### config.mk
export PLATFORM = sky130hd
export DESIGN_NAME = hgn_ram
export DESIGN_NICKNAME = d
export VERILOG_FILES = /design/src/rtl/hgn_pkg.sv /design/src/rtl/hgn_ram.sv
export SDC_FILE = /design/constraint.sdc
export NUM_CORES = 2
export LEC_CHECK = 0
export BUFFER_PORTS_ARGS = -buffer_cell sky130_fd_sc_hd__clkbuf_2
export CAP_MARGIN = 20
export CORE_UTILIZATION = 55
export CTS_BUF_LIST = sky130_fd_sc_hd__clkbuf_8 sky130_fd_sc_hd__clkbuf_16
export CTS_CLUSTER_DIAMETER = 40
export DETAILED_ROUTE_END_ITERATION = 10
export PLACE_DENSITY = 0.69
export SLEW_MARGIN = 20
export SYNTH_ARGS = -nofsm -noshare
export SYNTH_HDL_FRONTEND = slang
export SYNTH_SLANG_ARGS = --single-unit
### constraint.sdc
create_clock -name clk -period 3.1 [get_ports clk]
set_clock_uncertainty 0.1 [all_clocks]
set_input_delay 0.62 -clock clk [delete_from_list [all_inputs] [get_ports clk]]
set_output_delay 0.62 -clock clk [all_outputs]
set_load 0.02 [all_outputs]
### src/rtl/hgn_pkg.sv
package hgn_pkg;

    // largest image side, as log2 of pixels
    localparam int HGN_MAX_DIM_LOG2 = 8;
    localparam int HGN_DIV_STEPS    = 16;

    localparam logic HGN_OP_LOAD  = 1'b0;
    localparam logic HGN_OP_FETCH = 1'b1;

    localparam logic [1:0] HGN_FMT_SIGNED = 2'd0;
    localparam logic [1:0] HGN_FMT_OFFSET = 2'd1;
    localparam logic [1:0] HGN_FMT_RGBA   = 2'd2;

    localparam logic [2:0] HGN_CFG_WIDTH_LOG2  = 3'd0;
    localparam logic [2:0] HGN_CFG_HEIGHT_LOG2 = 3'd1;
    localparam logic [2:0] HGN_CFG_OUT_FORMAT  = 3'd2;
    localparam logic [2:0] HGN_CFG_ABSOLUTE    = 3'd3;
    localparam logic [2:0] HGN_CFG_NORMALIZE   = 3'd4;

    typedef struct packed {
        logic        operation;
        logic [31:0] height_pixel;
    } hgn_in_t;

    typedef struct packed {
        logic [31:0] out_word;
        logic        last_pixel;
        logic [7:0]  highest_delta;
    } hgn_out_t;

    typedef struct packed {
        logic load;
        logic step;
    } hgn_div_ctrl_t;

    typedef struct packed {
        logic mag_path;
        logic offset;
    } hgn_mode_t;

    typedef enum logic [3:0] {
        HGN_IDLE,
        HGN_GRAD,
        HGN_MAX,
        HGN_MAX_END,
        HGN_NRM_RD,
        HGN_NRM_LD,
        HGN_NRM_DIV,
        HGN_NRM_WR,
        HGN_FRD,
        HGN_FOUT
    } hgn_state_t;

    // pack one central difference into a stored byte
    function automatic logic [7:0] hgn_pack(logic signed [8:0] d, logic [1:0] fmt,
                                            logic abs_en);
        logic signed [8:0] nd;
        nd = -d;
        if (fmt != HGN_FMT_SIGNED)
            return d[7:0] ^ 8'h80;
        else if (abs_en)
            return d[8] ? nd[7:0] : d[7:0];
        else
            return d[7:0];
    endfunction

    // magnitude of a stored byte as used by the maximum search
    function automatic logic [7:0] hgn_mag(logic [7:0] b, hgn_mode_t mode);
        logic [7:0] sb;
        logic [7:0] nb;
        sb = mode.offset ? (b ^ 8'h80) : b;
        nb = 8'h00 - sb;
        if (mode.mag_path)
            return b;
        else
            return sb[7] ? nb : sb;
    endfunction

endpackage

### src/rtl/hgn_ram.sv
module hgn_ram
    import hgn_pkg::*;
#(
    parameter int WIDTH = 8,
    parameter int DEPTH = 256
) (
    input  logic                     clk,
    input  logic                     we,
    input  logic [$clog2(DEPTH)-1:0] waddr,
    input  logic [WIDTH-1:0]         wdata,
    input  logic [$clog2(DEPTH)-1:0] raddr,
    output logic [WIDTH-1:0]         rdata
);

    logic [WIDTH-1:0] mem [DEPTH];

    // one write port, registered read port
    always_ff @(posedge clk)
    begin
        if (we)
        begin
            mem[waddr] <= wdata;
        end
        rdata <= mem[raddr];
    end

endmodule

## After elaboration in Yosys (flattened, before gate mapping)

Memory sizes are Yosys's and may differ from the RTL's. A register that Yosys moved wholly into a read port is not among the register bits.
Cells that the tools add are included.

| word-level totals | value |
|---|---|
| bits in registers | 0 |
| bits in latches | 0 |
| memory bits (writable) | 2048 |
| memory bits (read-only) | 0 |
| input bits | 26 |
| output and inout bits | 8 |
| logic and storage cells | 3 |
| memories | 1 |

| cells by class | value |
|---|---|
| $add $sub $neg | 0 |
| multiply operators | 0 |
| divide/modulo/power cells | 0 |
| magnitude comparators | 0 |
| equal/unequal tests | 0 |
| shifts and indexed selects | 0 |
| muxes and demuxes | 2 |
| bitwise gates (word level) | 0 |
| reductions and logical operators | 0 |

Memory list:

| memory | words | bits a word | read ports | clocked after Yosys merged registers in | wr ports | line | RTL |
|---|---|---|---|---|---|---|---|
| mem | 256 | 8 | 1 | 1 | 1 | hgn_ram.sv:15 | `logic [WIDTH-1:0] mem [DEPTH];` |

Operators with widths:

| operator | count |
|---|---|
| 2-to-1 mux 1 bit | 2 |

## Longest topological paths before layout

| depth | value |
|---|---|
| depth after elaboration | 2 |
| mapped depth | 11 |
| mapped depth without buffers | 6 |

## Least setup slack after synthesis

OpenSTA, ideal clock, no wires.

| path | value |
|---|---|
| kind | input to register |
| from | input port raddr[0] |
| to | register rdata[2], read port of mem |
| library setup time | 0.131 ns |
| arrival time | 2.427 ns |
| required time | 2.869 ns |
| setup slack | 0.442 ns |
| stages on the path | 9 |
| cells stage by stage | buf_6 buf_12 buf_8 buf_2 mux4_2 a22oi_1 a21oi_1 nor4_1 nor4_2 |

RTL lines:

| item | line | RTL |
|---|---|---|
| start: declaration | hgn_ram.sv:11 | `input logic [$clog2(DEPTH)-1:0] raddr,` |
| end: declaration | hgn_ram.sv:12 | `output logic [WIDTH-1:0] rdata` |

==> results.txt <==
status: complete, but fails checks
failing checks: setup timing
sequential share of power: 0.501
slowest CP cell: nor4_1
nets@finish: 4,454
Crit. Startpoint: raddr[0]
Arrival @ worst endpoint: 3.73 ns
hold_sp: wdata[7]
Crit path max-delay family: simple AND/OR/NAND/NOR gates
share of layout cells above drive strength 1: 0.334
Root Buffer: clkbuf_16
Initial Utilization: 0.554
Final GP Congestion: 0.851
relative slew slack: 0.158
DP HPWL: 127 mm
Remaining Overflow, GRT: 0
DR iter-0 viols: 5,249
combinational power share: 0.052
RSZ-0062 raised after global routing: no
DR DRC count: 0
GRT Resource Usage Total: 0.276
Clk pin slew, worst setup/hold paths: 0.07 ns
CTS HTree Levels: 4
Setup crit start kind: input port
Yosys warning total: 0
Area growth syn-to-layout: 18.6%
row count: 139
Cells after Synth: 3,733
switching power: 13.2 mW
Final setup viols: 1
ys flop type: edfxtp_1
sequential share of the synthesized area: 0.775
routed len/inst: 30.5 µm
clk buf depth: 3
vias in the first global route: 42,000
Post-Synthesis Cell Area: 0.0796 mm²
Die Wd: 382 µm
setup ws final: -0.0225 ns
Num CTS Buffers: 227
fmax: 0.320 GHz
endpoints failing hold: 0
min cycle time layout: 3.12 ns
cell internal pwr: 48.0 mW
Synth top area share: 0.773
placed instance area: 0.0866 mm²
Sw Share: 0.216
DRT antenna net count: 0
syn_nets: 3,759
Largest stage delay, worst path: 0.95 ns
Crit. End Element: flip-flop
clk sink count: 2,056
Power Density: 649 mW/mm²
drt pass-1 iters: 5
Yosys cell types: 55
dpl ws: -0.840 ns
largest net degree at the start of global routing: 100
Hold/Removal Path Class: input port to flip-flop
Worst Path Max Fanout: 22
total power: 61.2 mW
CP bufs+invs: 4
post-route cell area: 0.0944 mm²
leading area contributor after synthesis: edfxtp_1
Post-Route WL: 199 mm
VDD IR-drop max: 0.000621 V
core footprint: 0.143 mm²
required time of the worst setup path: 3.70 ns
period utilisation layout: 1.01
CP most frequent cell: buf_12
main area contributors after synthesis: edfxtp_1 77%, mux4_2 13%, mux2i_1 1.7%, nor2_1 1.3%, a22oi_1 1.3%
clock power share: 0.446
initial antenna violation count: 8
num ports: 34
Worst Path Class, Setup: input port to flip-flop
die extent in y: 382 µm
ys async rst share: 0
EDFF count, synth: 2,048
fin. max-slew vios: 0
Post-CTS Resized: 0
Vias/cell: 6.38
Worst-Margin Slew: 1.25 ns
max-cap check violation count: 0
Pleak: 31.0 nW
vias: 41,600
CTS tree: done
synthesis-stage register bit count: 2,056
Post-CTS Hold Buffers: 0
die area: 0.146 mm²
syn avg cell area: 21.3 µm²
IO buf count: 33
worst skew pair latency: 0.86 ns
cell-by-cell trace of the critical path: buf_8, buf_12, buf_12, mux4_2, o211ai_1, nand3_1, nor4_1, buf_4, nor4_2
first-pass GRT wire length: 289 mm
diode count: 0
Post-CTS Setup Inserts: 0
Critical R2R Launch: mem[195][3]
-- cell usage in the layout (no fill, tap or decap), drive strengths merged, types with 2 or more instances in the layout --
master,instances
edfxtp,2048
buf,674
mux4,456
nor2,282
clkbuf,261
mux2i,134
a22oi,133
a21oi,96
clkinv,78
inv,62
o221ai,47
nand3,34
nand2,33
nor2b,31
o22ai,28
bufinv,27
nor4,27
nor3,22
clkinvlp,21
a211oi,16
a221oi,14
o21ai,12
nand4,10
o211ai,10
nand2b,8
a22o,8
dfxtp,8
and2,6
o22a,5
o32ai,5
a2111oi,5
or2,4
and3b,2
nand3b,2
a31oi,2
a311oi,2
-- cells by family (layout without fill, tap and decap cells) --
kind of cell | Yosys count | in the layout | share of synthesized area
compound gates | 385 | 385 | 0.0342
flops | 2056 | 2056 | 0.775
simple gates | 466 | 466 | 0.0263
mux | 591 | 591 | 0.146
buf+inv | 235 | 1123 | 0.0183
-- metal layers --
layer,GRT usage,part of all wire,vias to the layer above,routed length [µm]
li1,-,-,17100,-
met1,0.399,0.39,21700,77200
met2,0.428,0.48,2415,94900
met3,0.0565,0.10,360,20600
met4,0.0901,0.032,8,6290
met5,0,0.00031,-,62
-- worst register-to-register path, stage by stage (launching register included) --
cell,delay [ns]
edfxtp_1,0.37
mux4_2,0.51
a22o_1,0.25
a221oi_1,0.37
o32ai_1,0.19
nor3_1,0.63
buf_4,0.26
nor4_1,0.06
-- worst paths after layout --
check,end,slack [ns],depth (start not counted)
max,rdata[2],-0.02,9
min,mem[28][7],0.11,1
min reg2reg,rdata[2],1.05,5
max reg2reg,rdata[3],0.22,7
-- per-stage QoR --
step                      hold slack [ns]  setup TNS, ns  cells   util
after detailed placement            0.981          -5.01   6102  0.604
after global routing                0.102              0   6524  0.658
after floorplan                     0.619              0   3733      -
after global placement              0.952          -5.00   6102  0.604
final                               0.106        -0.0225   6524  0.658
after CTS                          0.0855              0   6524  0.658
-- Yosys cell counts (all sizes together), types with 16 or more instances --
library cell,n
edfxtp,2048
mux4,456
nor2,282
mux2i,134
a22oi,133
buf,122
clkbuf,111
a21oi,96
o221ai,47
nand3,34
nand2,33
nor2b,31
o22ai,28
nor4,27
nor3,22
a211oi,16
-- power groups by stage --
stage	combinational (mW)	sequential (mW)	clock, mW
final	3.19	30.7	27.3
after CTS	3.18	30.7	27.6
after global placement	3.12	31.3	0
after detailed placement	3.17	31.3	0
after floorplan	1.49	31.3	0
after global routing	3.33	30.7	28.7
-- flip-flops by register name (all words and copies together), names as in the netlist --
name and flops:
rdata 8, mem 2048
-- layout make-up --
class	instances	area (µm²)
well taps	1903	2380
inverters	2	7.51
repair buffers	699	6090
multi-input cells	1442	16500
clock buffers	236	5860
flip-flops and latches	2056	61700
fillers	9030	49100
clock inverters	186	1890
No activity file was read; power rests on OpenSTA's default activity.
