`src/rtl/hgn_pkg.sv`:
```
package hgn_pkg;

    // largest image side, as log2 of pixels
    localparam int HGN_MAX_DIM_LOG2 = 8;
    localparam int HGN_DIV_STEPS    = 16;

    localparam logic HGN_OP_LOAD  = 1'b0;
    localparam logic HGN_OP_FETCH = 1'b1;

    localparam logic [1:0] HGN_FMT_SIGNED = 2'd0;
    localparam logic [1:0] HGN_FMT_OFFSET = 2'd1;
    localparam logic [1:0] HGN_FMT_RGBA   = 2'd2;

    localparam logic [2:0] HGN_CFG_WIDTH_LOG2  = 3'd0;
    localparam logic [2:0] HGN_CFG_HEIGHT_LOG2 = 3'd1;
    localparam logic [2:0] HGN_CFG_OUT_FORMAT  = 3'd2;
    localparam logic [2:0] HGN_CFG_ABSOLUTE    = 3'd3;
    localparam logic [2:0] HGN_CFG_NORMALIZE   = 3'd4;

    typedef struct packed {
        logic        operation;
        logic [31:0] height_pixel;
    } hgn_in_t;

    typedef struct packed {
        logic [31:0] out_word;
        logic        last_pixel;
        logic [7:0]  highest_delta;
    } hgn_out_t;

    typedef struct packed {
        logic load;
        logic step;
    } hgn_div_ctrl_t;

    typedef struct packed {
        logic mag_path;
        logic offset;
    } hgn_mode_t;

    typedef enum logic [3:0] {
        HGN_IDLE,
        HGN_GRAD,
        HGN_MAX,
        HGN_MAX_END,
        HGN_NRM_RD,
        HGN_NRM_LD,
        HGN_NRM_DIV,
        HGN_NRM_WR,
        HGN_FRD,
        HGN_FOUT
    } hgn_state_t;

    // pack one central difference into a stored byte
    function automatic logic [7:0] hgn_pack(logic signed [8:0] d, logic [1:0] fmt,
                                            logic abs_en);
        logic signed [8:0] nd;
        nd = -d;
        if (fmt != HGN_FMT_SIGNED)
            return d[7:0] ^ 8'h80;
        else if (abs_en)
            return d[8] ? nd[7:0] : d[7:0];
        else
            return d[7:0];
    endfunction

    // magnitude of a stored byte as used by the maximum search
    function automatic logic [7:0] hgn_mag(logic [7:0] b, hgn_mode_t mode);
        logic [7:0] sb;
        logic [7:0] nb;
        sb = mode.offset ? (b ^ 8'h80) : b;
        nb = 8'h00 - sb;
        if (mode.mag_path)
            return b;
        else
            return sb[7] ? nb : sb;
    endfunction

endpackage

```
`src/rtl/hgn_scale.sv`:
```
module hgn_scale
    import hgn_pkg::*;
(
    input  logic          clk,
    input  hgn_div_ctrl_t ctrl,
    input  hgn_mode_t     mode,
    input  logic [15:0]   grad_word,
    input  logic [7:0]    top,
    output logic [15:0]   scaled
);

    for (genvar i = 0; i < 2; i++)
    begin : g_lane
        logic [7:0]  b;
        logic [7:0]  sb;
        logic [7:0]  magv;
        logic [15:0] num;
        logic [15:0] num_reg;
        logic [7:0]  rem_reg;
        logic [15:0] quo_reg;
        logic        neg_reg;
        logic [8:0]  trial;
        logic        ge;
        logic [8:0]  diff;
        logic [7:0]  qc;
        logic [7:0]  r;

        // numerator: b*255 on the magnitude path, |s|*127 otherwise
        assign b    = grad_word[8*i +: 8];
        assign sb   = mode.offset ? (b ^ 8'h80) : b;
        assign magv = sb[7] ? (8'h00 - sb) : sb;
        assign num  = mode.mag_path ? (({8'h00, b} << 8) - {8'h00, b})
                                    : (({8'h00, magv} << 7) - {8'h00, magv});

        // restoring divide, one quotient bit per step
        assign trial = {rem_reg, num_reg[15]};
        assign ge    = trial >= {1'b0, top};
        assign diff  = trial - {1'b0, top};

        always_ff @(posedge clk)
        begin
            if (ctrl.load)
            begin
                num_reg <= num;
                rem_reg <= 8'h00;
                quo_reg <= 16'h0000;
                neg_reg <= ~mode.mag_path & sb[7];
            end
            else if (ctrl.step)
            begin
                num_reg <= {num_reg[14:0], 1'b0};
                rem_reg <= ge ? diff[7:0] : trial[7:0];
                quo_reg <= {quo_reg[14:0], ge};
            end
        end

        // clamp, restore sign and offset
        always_comb
        begin
            if (neg_reg)
            begin
                qc = (quo_reg > 16'd128) ? 8'd128 : quo_reg[7:0];
                r  = 8'h00 - qc;
            end
            else
            begin
                qc = (quo_reg > 16'd127) ? 8'd127 : quo_reg[7:0];
                r  = qc;
            end
        end

        assign scaled[8*i +: 8] = mode.mag_path ? quo_reg[7:0]
                                                : (mode.offset ? (r ^ 8'h80) : r);
    end

endmodule

```
`config.mk`:
```
export PLATFORM = sky130hd
export DESIGN_NAME = hgn_scale
export DESIGN_NICKNAME = d
export VERILOG_FILES = /design/src/rtl/hgn_pkg.sv /design/src/rtl/hgn_scale.sv
export SDC_FILE = /design/constraint.sdc
export NUM_CORES = 1
export LEC_CHECK = 0
export BUFFER_PORTS_ARGS = -buffer_cell sky130_fd_sc_hd__buf_2
export CAP_MARGIN = 0
export CORE_MARGIN = 2
export CORE_UTILIZATION = 35
export CTS_BUF_LIST = sky130_fd_sc_hd__clkbuf_4 sky130_fd_sc_hd__clkbuf_8 sky130_fd_sc_hd__clkbuf_16
export DETAILED_ROUTE_END_ITERATION = 8
export HOLD_SLACK_MARGIN = 0.15
export SYNTH_ARGS = -nofsm -noshare
export SYNTH_HDL_FRONTEND = slang
export SYNTH_SLANG_ARGS = --single-unit
```
`constraint.sdc`:
```
create_clock -name clk -period 3.8 [get_ports clk]
set_input_delay 0.76 -clock clk [delete_from_list [all_inputs] [get_ports clk]]
set_output_delay 0.76 -clock clk [all_outputs]
set_load 0.005 [all_outputs]
```
Word level (Yosys, flattened, before mapping)
Index checks and enable logic that the tools add are counted.

word-level totals
  flip-flop bits (word level) = 82
  input bits = 29
  output and inout bits = 16
  word-level logic and storage cells = 54

operators by class
  add/subtract/negate cells = 10
  magnitude comparators = 6
  muxes and demuxes = 22
  bitwise operators = 7
  reductions and logical operators = 1

operators by type and width
  operator                                                                          number
  8-bit 2-to-1 mux                                                                  16
  16-bit 2-to-1 mux                                                                 6
  16-bit by 7-bit greater-than comparator with 1-bit output, second input constant  2
  16-bit by 8-bit greater-than comparator with 1-bit output, second input constant  2
  1-bit by 8-bit subtractor with 8-bit output, first input constant                 4
  15-bit by 8-bit subtractor with 16-bit output                                     2
  16-bit by 8-bit subtractor with 16-bit output                                     2
  9-bit by 8-bit greater-or-equal comparator with 1-bit output                      2
  8-bit subtractor                                                                  2
  1-bit inverter                                                                    5
  1-bit AND                                                                         2
  2-bit nonzero test                                                                1

Logic depth before layout (Yosys ltp)
Gate-level depths: netlist of the first run.

  word-level depth = 7
  mapped depth = 13
  depth with buffers taken out = 10

Least setup slack after synthesis of the first run
Ideal clock, no wire load.

  path kind = register to output
  from = register g_lane[0].quo_reg[4]
  to = output scaled[6]
  arrival = 2.683 ns
  required time = 3.040 ns
  slack = 0.357 ns
  cell stages (with the launch flop) = 10
  path buffers = 1
  path through = dfxtp_1 -> clkbuf_1 -> or4_1 -> or4_1 -> a21oi_2 -> nand2_1 -> ha_1 -> mux2_1 -> a22oi_1 -> o22a_1

on the way
  longest elaborated chain between the ends = 6
  elaborated cells on any way between the ends = 8
  classes of those cells = 1 x add/sub; 2 x order compare; 5 x mux

ends and longest elaborated chain
  element                                                    RTL line         source
  start: declaration                                         hgn_scale.sv:20  logic [15:0] quo_reg;
  start signal: assignment                                   hgn_scale.sv:53  quo_reg <= {quo_reg[14:0], ge};
  16-bit by 8-bit greater-than comparator with 1-bit output  hgn_scale.sv:62  qc = (quo_reg > 16'd128) ? 8'd128 : quo_reg[7:0];
  8-bit 2-to-1 mux                                           hgn_scale.sv:62
  1-bit by 8-bit subtractor with 8-bit output                hgn_scale.sv:63  r = 8'h00 - qc;
  8-bit 2-to-1 mux (*)                                       hgn_scale.sv:60  if (neg_reg)
  8-bit 2-to-1 mux (*)                                       hgn_scale.sv:73  : (mode.offset ? (r ^ 8'h80) : r);
  8-bit 2-to-1 mux (*)                                       hgn_scale.sv:72  assign scaled[8*i +: 8] = mode.mag_path ? quo_reg[7:0]
  end: declaration                                           hgn_scale.sv:9   output logic [15:0] scaled

Mark *: on every way between the ends. The rest lies on a longest branch, timed or not.

Worst setup path in the final report of the first run
  from = register g_lane[0].quo_reg[3]
  to = output scaled[6]

The elaborated chain is that of the path after synthesis.

==> out/results.tsv, run 1 <==
metric	value	unit
sequential area share after synthesis	31.1	%
Port-buffer cells	44	
dpl hpwl	11700	µm
clock power share	33.1	%
CP max stage cell	or4_4	
Final ANT Viol Nets	0	
chip height	139	µm
DR vias/cell	5.62	
Die X	139	µm
Setup TNS	0	ps
asr flop ratio synth	0	%
reg2reg end	g_lane[0].rem_reg[1]	
post-synthesis simple-gate area fraction	22.3	%
critical path, cell by cell	or4_4 -> or4_4 -> a21oi_4 -> nand2_2 -> ha_4 -> mux2_1 -> a22oi_1 -> o22a_1 -> buf_2	
largest family of logic cells by synthesized area	compound AO/OA/AOI/OAI gates	
CTS tree	yes	
core area	0.0179	mm²
FF+latch count, synth	82	
Synth warnings	0	
synthesized cell area	0.00637	mm²
max cap viols	0	
peak supply drop	0.247	mV
Startpoint Class	flip-flop	
outcome	complete, no violations	
final setup fails	0	
Crit Path Class	reg2out	
CTS buffer count	9	
total gr overflow	0	
list of most frequent post-synthesis cells	nor2_1 (110), nand2_1 (52), dfxtp_1 (48), a21oi_1 (44), o21ai_0 (40)	
Lkg Pwr	2.76	nW
post-DR wirelength/cell	15.7	µm
n_diodes	0	
IO Count	45	
final WL	16300	µm
Root Buffer	clkbuf_16	
maximum clock path buffer count	2	
Remaining DRCs	0	
Post-Syn Instances	772	
Finished Layout Cells	1035	
Reg2Reg Launch Point	g_lane[0].rem_reg[3]	
RSZ-0062 raised after global routing	no	
Power Density	366	mW/mm²
initial core utilization	35.6	%
GRT Overall Usage	17.2	%
Placed Cells	1015	
f_max	0.272	GHz
final cycle utilization of the critical path	96.6	%
WHS Endpoint	g_lane[1].quo_reg[15]	
Reg power frac	39.8	%
synth top area cells	edfxtp_1 (16%), dfxtp_1 (15%), nor2_1 (6.5%)	
worst min path class	reg2reg	
Data required, critical path	3040	ps
Worst-path clk slew	70	ps
clock sinks	82	
H-tree levels	3	
Post-Synth XOR/XNOR Area	5.62	%
Hold Crit Depth	2	
most frequent CP cell	or4_4	
Switching Share	32.1	%
crit path capture type	output pin	
ys flop type	dfxtp_1	
initial antenna violation count	0	
post-synthesis compound-gate area fraction	24.3	%
Pre-Repair DR Iteration Count	5	
Slew headroom	46.0	%
R2R Setup Slk	1340	ps
combinational power share	27.1	%
post-synth top area cell	edfxtp_1	
Syn Nets	825	
Die Area	0.0193	mm²
syn_area_per_cell	8.25	µm²
largest net degree at the start of global routing	46	
Post-Synth Adder-Cell Area	4.95	%
first-pass GRT wire length	27700	µm
layout cells sized above 1	13.3	%
Total Nets Final	854	
Slew @ Worst Pin	804	ps
GP Congestion	0.920	
worst clock skew	5.87	ps
vias	5820	
Final Critical Period	3670	ps
num rows	49	
Data arrival, critical path	2910	ps
fin. max-slew vios	0	
CP peak stage delay	540	ps
Final Hold Viols	0	
number of flops mapped to enable cells by yosys	34	
number of global-route vias before repair	5442	
worst-path fanout max	7	
worst-skew pair later-pin latency	340	ps
hold wc startpoint	g_lane[1].quo_reg[15]	
Yosys top cell area share	16.0	%
synth unique cells	82	
post-synthesis mux area share	6.50	%
count leader, synth	nor2_1	
DRT iter0 DRCs	400	
NetSw	841	µW
Int Power	1.78	mW
area grow syn2layout	12.4	%
worst reg2reg path depth	6	
-- how the worst max path moves through the flow --
stage	from	end	slack, ps	cells past startpoint
finish	g_lane[0].quo_reg[3]	scaled[6]	130	9
global route	g_lane[0].quo_reg[3]	scaled[6]	2	9
CTS	g_lane[0].quo_reg[2]	scaled[6]	20	9
detailed placement	g_lane[0].quo_reg[2]	scaled[6]	220	9
global placement	g_lane[0].quo_reg[2]	scaled[6]	260	9
floorplan	g_lane[0].quo_reg[4]	scaled[6]	360	9
-- kinds of logic (layout without fill, tap and decap cells) --
kind of cell / count (synthesis) / count (layout)
flip-flops: 82 / 82
adder cells (fa/ha/maj): 24 / 24
AND/OR/NAND/NOR: 290 / 290
multiplexers: 41 / 41
XOR/XNOR: 37 / 37
buffers and inverters: 79 / 113
AO/OA/AOI/OAI: 219 / 219
-- metal layers --
layer  GRT usage (%)  routed length, µm
met4            4.47                206
met2            27.4               7470
met5               0                  0
met1            24.3               7890
met3            2.80                694
-- stage by stage --
step                      instance area (µm²)  setup WS, ps  utilization [%]  hold WS [ps]  total power, mW
final                                    7160           129             40.0           497             2.62
after global routing                     7160          2.18             40.0           535             2.77
after CTS                                7100          15.8             39.7           503             2.63
after detailed placement                 6790           224             37.9           487             1.76
after global placement                   6790           264             37.9           476             1.76
after floorplan                          6370           357                -           461             1.57
-- worst max-delay path: cells and delay by family (launching register included) --
| kind | cells | cell delay, ps |
|---|---|---|
| AND/OR/NAND/NOR | 3 | 1090 |
| AO/OA/AOI/OAI | 3 | 540 |
| flip-flops | 1 | 350 |
| multiplexers | 1 | 320 |
| adder cells (fa/ha/maj) | 1 | 170 |
| buffers and inverters | 1 | 100 |
-- layout make-up --
class,instances,area (µm²)
Clock buffer,11,258
Clock inverter,5,33.8
Fill cell,1847,10700
Inverter,33,124
Multi-Input combinational cell,611,4100
Sequential cell,82,1990
Tap cell,229,287
Timing Repair Buffer,64,370
-- cells in the final DEF (no fill, tap or decap), types with 4 or more instances in the layout --
| cell type | n |
|---|---|
| a21boi_1 | 4 |
| nor2_1 | 110 |
| o21ai_1 | 4 |
| xnor2_1 | 22 |
| edfxtp_1 | 34 |
| mux2i_1 | 38 |
| a311oi_1 | 11 |
| nand4_1 | 8 |
| or3_1 | 14 |
| inv_1 | 32 |
| a211o_1 | 4 |
| a22oi_1 | 4 |
| buf_4 | 20 |
| a2111oi_0 | 8 |
| o21a_1 | 8 |
| nand3_1 | 18 |
| nand2b_1 | 13 |
| dfxtp_1 | 45 |
| nor2b_1 | 8 |
| ha_1 | 21 |
| o221ai_1 | 6 |
| or4_1 | 6 |
| o22a_1 | 4 |
| o31ai_1 | 6 |
| nor4_1 | 7 |
| clkbuf_16 | 10 |
| o21ai_0 | 40 |
| a21oi_1 | 43 |
| nand3b_1 | 7 |
| o211ai_1 | 10 |
| a31oi_1 | 6 |
| xor2_1 | 12 |
| o22ai_1 | 6 |
| buf_2 | 44 |
| nor3_1 | 26 |
| nand2_1 | 50 |
| a211oi_1 | 13 |
| o2111ai_1 | 6 |
-- power groups by stage --
| stage | Combinational, mW | Sequential, mW | Clock (mW) |
|---|---|---|---|
| 4_1_cts | 0.699 | 1.04 | 0.889 |
| 6_report | 0.709 | 1.04 | 0.867 |
| 3_3_place_gp | 0.697 | 1.06 | 0 |
| 3_5_place_dp | 0.693 | 1.06 | 0 |
| 5_1_grt | 0.798 | 1.05 | 0.925 |
| 2_1_floorplan | 0.528 | 1.04 | 0 |
-- repair_timing --
action | 4_1_cts | 5_1_grt
setup endpoints to repair | 1 | 2
resized for setup | 3 | 9
pin swaps | 1 | 4
hold buffers | 0 | 0
buffers inserted | 1 | 3
(Power assumes the default switching activity.)
==> run 2, diff against run 1 <==
--- a/config.mk
+++ b/config.mk
@@ -9,7 +9,7 @@
 export CAP_MARGIN = 0
 export CORE_MARGIN = 2
 export CORE_UTILIZATION = 35
-export CTS_BUF_LIST = sky130_fd_sc_hd__clkbuf_4 sky130_fd_sc_hd__clkbuf_8 sky130_fd_sc_hd__clkbuf_16
+export CTS_BUF_LIST = sky130_fd_sc_hd__clkbuf_16
 export DETAILED_ROUTE_END_ITERATION = 8
 export HOLD_SLACK_MARGIN = 0.15
 export SYNTH_ARGS = -nofsm -noshare
==> run 2 against run 1 <==
  * Register-to-register slack barely moved
  * Via count did not move
  * First-iteration DRC count unchanged
  * Core utilization about the same
  * Cell count is the same
  * Critical path type unchanged
==> out/results.tsv, run 2 (synthesis gave the netlist of run 1 again) <==
metric	value	unit
DRT iter0 DRCs	400	
leading cell type in the layout, fill and taps excluded	nor2_1	
Remaining DRCs	0	
Worst-path clk slew	70	ps
n_diodes	0	
Die Area	0.0193	mm²
max cap viols	0	
Crit Path Class	reg2out	
Data arrival, critical path	2910	ps
Finished Layout Cells	1035	
hold wc startpoint	g_lane[1].quo_reg[15]	
total gr overflow	0	
Final ANT Viol Nets	0	
dpl hpwl	11700	µm
final WL	16300	µm
vias	5820	
most frequent cells in the layout	nor2_1 (110), nand2_1 (50), dfxtp_1 (45)	
combinational power share	27.2	%
num rows	49	
crit path capture type	output pin	
Lkg Pwr	2.76	nW
Die X	139	µm
Reg power frac	40.0	%
layout cells sized above 1	13.2	%
Setup TNS	0	ps
Total Nets Final	854	
worst clock skew	5.76	ps
f_max	0.272	GHz
GRT Overall Usage	17.2	%
Slew headroom	46.0	%
Slew @ Worst Pin	804	ps
first-pass GRT wire length	27700	µm
RSZ-0062 raised after global routing	no	
Int Power	1.77	mW
CTS tree	yes	
outcome	complete, no violations	
initial core utilization	35.6	%
clock sinks	82	
chip height	139	µm
Final Critical Period	3670	ps
CTS buffer count	9	
H-tree levels	3	
crit path launch	g_lane[0].quo_reg[3]	
Final Hold Viols	0	
Data required, critical path	3040	ps
Reg2Reg Launch Point	g_lane[0].rem_reg[3]	
number of global-route vias before repair	5442	
area grow syn2layout	12.3	%
DR vias/cell	5.62	
core area	0.0179	mm²
IO Count	45	
Switching Share	32.3	%
fin. max-slew vios	0	
final setup fails	0	
maximum clock path buffer count	2	
GP Congestion	0.920	
peak supply drop	0.247	mV
worst-skew pair later-pin latency	340	ps
Pre-Repair DR Iteration Count	5	
Port-buffer cells	44	
NetSw	841	µW
final cycle utilization of the critical path	96.6	%
largest net degree at the start of global routing	46	
Root Buffer	clkbuf_16	
Startpoint Class	flip-flop	
initial antenna violation count	0	
Power Density	365	mW/mm²
Placed Cells	1015	
clock power share	32.9	%
worst min path class	reg2reg	
worst-path fanout max	7	
post-DR wirelength/cell	15.7	µm
==> run 2: area by class of cell <==
type	count	area (µm²)
fillers	1849	10700
multi-input cells	611	4100
flip-flops and latches	82	1990
repair buffers	64	370
well taps	229	287
clock buffers	10	250
inverters	33	124
clock inverters	6	37.5
==> run 2: power groups by stage <==
stage | Clock (mW) | Combinational [mW] | Sequential, mW
floorplan | 0 | 0.528 | 1.04
global placement | 0 | 0.697 | 1.06
detailed placement | 0 | 0.693 | 1.06
CTS | 0.879 | 0.699 | 1.04
global route | 0.915 | 0.798 | 1.05
finish | 0.857 | 0.709 | 1.04
==> run 2: per-layer routing <==
| metal | share of wire [%] | global-route usage, % |
|---|---|---|
| met5 | 0 | 0 |
| met4 | 1.3 | 4.47 |
| met3 | 4.3 | 2.80 |
| met2 | 46 | 27.4 |
| met1 | 49 | 24.3 |
==> run 2: timing repair <==
| action | CTS | global route |
|---|---|---|
| gates resized for setup | 3 | 9 |
| hold buffers | 0 | 0 |
| cloned | 0 | 0 |
| buffers inserted | 1 | 3 |
| pin swaps | 1 | 4 |
| endpoints found under the hold margin | 0 | 0 |
| endpoints found under the setup margin | 1 | 2 |
==> run 2: path summary, 6_finish.rpt <==
kind	endpoint	slack [ps]	depth (start not counted)
max	scaled[6]	130	9
min	g_lane[1].quo_reg[15]	500	2
max reg2reg	g_lane[0].rem_reg[1]	1340	6
min reg2reg	g_lane[1].quo_reg[15]	500	2
==> run 2: worst max-delay path, cell delays in order (launching register included) <==
cell and delay [ps]:
dfxtp_2 350, or4_4 540, or4_4 450, a21oi_4 220
nand2_2 100, ha_4 170, mux2_1 320, a22oi_1 170
o22a_1 150, buf_2 100
==> run 2: metrics by stage <==
stage               power, mW  setup slack [ps]  hold slack [ps]  util (%)  area, µm²
finish                   2.61               128              497      40.0       7150
CTS                      2.62              15.7              503      39.6       7100
global route             2.76              2.02              535      40.0       7150
floorplan                1.57               357              461         -       6370
detailed placement       1.76               224              487      37.9       6790
global placement         1.76               264              476      37.9       6790
==> run 3, diff against run 2 <==
--- a/config.mk
+++ b/config.mk
@@ -5,6 +5,7 @@
 export SDC_FILE = /design/constraint.sdc
 export NUM_CORES = 1
 export LEC_CHECK = 0
+export ABC_AREA = 1
 export BUFFER_PORTS_ARGS = -buffer_cell sky130_fd_sc_hd__buf_2
 export CAP_MARGIN = 0
 export CORE_MARGIN = 2
==> run 3 against run 2 <==
  * Area after synthesis decreased by 4.8%
  * Count of clock-buffer cells in the layout is 1 lower
  * Clock power is 3.2% lower
  * Critical endpoint is now scaled[12]
==> out/results.tsv, run 3 <==
metric	value	unit
Fillers	1847	
crit path launch	g_lane[1].quo_reg[13]	
initial core utilization	35.4	%
GP Congestion	0.941	
Post-Synth XOR/XNOR Area	2.46	%
worst clock skew	7.03	ps
FF+latch count, synth	82	
reg2reg end	g_lane[1].quo_reg[0]	
post-synthesis simple-gate area fraction	32.4	%
Remaining DRCs	0	
first-pass GRT wire length	27000	µm
Final ANT Viol Nets	0	
final setup fails	0	
Total Nets Final	1000	
Post-Syn Instances	913	
CTS buffer count	9	
Placed Cells	1161	
layout cells sized above 1	10.3	%
CTS tree	yes	
post-route cell area	0.00678	mm²
core area	0.0171	mm²
num rows	48	
sequential area share after synthesis	32.7	%
ys flop type	dfxtp_1	
post-synthesis mux area share	0	%
worst-skew pair later-pin latency	350	ps
synth top area cells	edfxtp_1 (17%), dfxtp_1 (16%), nand2_1 (15%)	
Final Hold Viols	0	
Root Buffer	clkbuf_16	
worst reg2reg path depth	10	
asr flop ratio synth	0	%
final cycle utilization of the critical path	86.7	%
synthesized cell area	0.00606	mm²
R2R Setup Slk	1470	ps
hold wc startpoint	g_lane[0].quo_reg[15]	
Yosys top cell area share	16.8	%
postcts setup bufs	0	
Pre-Repair DR Iteration Count	5	
Finished Layout Cells	1177	
cell area after placement	0.00650	mm²
Post-Synth Adder-Cell Area	5.20	%
maximum clock path buffer count	2	
total gr overflow	0	
post-synthesis compound-gate area fraction	17.7	%
chip height	136	µm
clock sinks	82	
synth unique cells	45	
crit path capture type	output pin	
CP peak stage delay	300	ps
Setup TNS	0	ps
leading cell type in the layout, fill and taps excluded	nand2_1	
area grow syn2layout	11.8	%
Slew @ Worst Pin	996	ps
syn_area_per_cell	6.64	µm²
critical path, cell by cell	inv_1 -> nand2_1 -> nor3_1 -> nand2_1 -> nand2_1 -> nand2_1 -> ha_1 -> nand2_1 -> inv_1 -> a21oi_1 -> nand2_1 -> a22oi_1 -> buf_2	
DRT iter0 DRCs	420	
Lkg Pwr	3.14	nW
largest net degree at the start of global routing	39	
Syn Nets	966	
worst min path class	reg2reg	
DR vias/cell	5.12	
hold buffers post-CTS	0	
number of global-route vias before repair	5462	
dpl hpwl	12400	µm
IO Count	45	
fin. max-slew vios	0	
f_max	0.304	GHz
dpl ws	603	ps
initial antenna violation count	0	
outcome	complete, no violations	
Reg2Reg Launch Point	g_lane[1].rem_reg[1]	
Die Area	0.0184	mm²
post-synth top area cell	edfxtp_1	
CTS-repair resized insts	0	
Worst-path clk slew	70	ps
worst-path fanout max	8	
largest family of logic cells by synthesized area	simple AND/OR/NAND/NOR gates	
Power Density	353	mW/mm²
CP max stage cell	dfxtp_1	
peak supply drop	0.222	mV
count leader, synth	nand2_1	
Startpoint Class	flip-flop	
Slew headroom	33.4	%
most frequent cells in the layout	nand2_1 (237), inv_1 (114), nor2_1 (89)	
Data arrival, critical path	2530	ps
max cap viols	0	
Die X	136	µm
Crit Path Class	reg2out	
H-tree levels	3	
post-DR wirelength/cell	14.1	µm
Synth warnings	0	
n_diodes	0	
RSZ-0062 raised after global routing	no	
number of flops mapped to enable cells by yosys	34	
Final Critical Period	3290	ps
Port-buffer cells	44	
most frequent CP cell	nand2_1	
final WL	16700	µm
vias	6024	
list of most frequent post-synthesis cells	nand2_1 (237), inv_1 (115), nor2_1 (89), nand3_1 (68), a21oi_1 (62)	
CP endpoint	scaled[12]	
final worst slack	506	ps
Data required, critical path	3040	ps
GRT Overall Usage	18.4	%
run 3: cell count changes in the layout (fill, tap and decap cells not counted), sizes merged, moves of 17 or more:
cell	change
xnor2	-21
inv	+86
o22ai	+25
a21oi	+17
nand3	+54
nand2	+191
o21ai	+24
mux2i	-38
nor3	-17
run 3: kinds of logic after synthesis:
group / after synthesis
buffers and inverters: 149
flip-flops: 82
adder cells (fa/ha/maj): 24
XOR/XNOR: 17
AO/OA/AOI/OAI: 191
AND/OR/NAND/NOR: 450
run 3: through the flow:
step / total power, mW / hold WS [ps] / utilization, %
final: 2.39 / 465 / 39.6
after global routing: 2.53 / 478 / 39.6
after CTS: 2.42 / 466 / 39.6
after detailed placement: 1.58 / 451 / 38.0
after global placement: 1.58 / 444 / 38.0
after floorplan: 1.42 / 429 / -
run 3: power by group:
| group | switching, mW | total, mW | internal, mW |
|---|---|---|---|
| logic | 0.364 | 0.548 | 0.185 |
| clock network | 0.382 | 0.830 | 0.449 |
| registers | 0.0285 | 1.01 | 0.986 |
| total | 0.774 | 2.39 | 1.62 |
run 3: how the worst min path moves through the flow:
stage	to	slack, ps	cells after the start
finish	g_lane[0].quo_reg[15]	470	2
global route	g_lane[0].quo_reg[15]	480	2
CTS	g_lane[1].quo_reg[15]	470	2
detailed placement	g_lane[1].quo_reg[15]	450	2
global placement	g_lane[1].quo_reg[15]	440	2
floorplan	g_lane[0].quo_reg[15]	430	2
run 3: area by class of cell:
cell class / count / area (µm²) / share of cell area [%]
timing repair buffer: 50 / 278 / 4.10
clock buffer: 9 / 225 / 3.32
sequential: 82 / 1980 / 29.2
clock inverter: 7 / 51.3 / 0.757
tap: 225 / 282 / 4.15
inverter: 122 / 458 / 6.76
multi-input combinational: 682 / 3500 / 51.7
run 3: worst max-delay path, delay by kind of cell, from the launching register on:
kind	cells	cell delay [ps]
AOI/OAI and AO/OA	2	270
buffers and inverters	3	290
adders and majority gates	1	210
and+or+nand+nor	7	1110
DFF	1	300
run 3: per-layer routing:
metal  share of wire (%)  track usage [%]
met1                  50             26.1
met2                  45             29.0
met3                 4.3             3.03
met4                 1.2             5.03
met5                   0                0
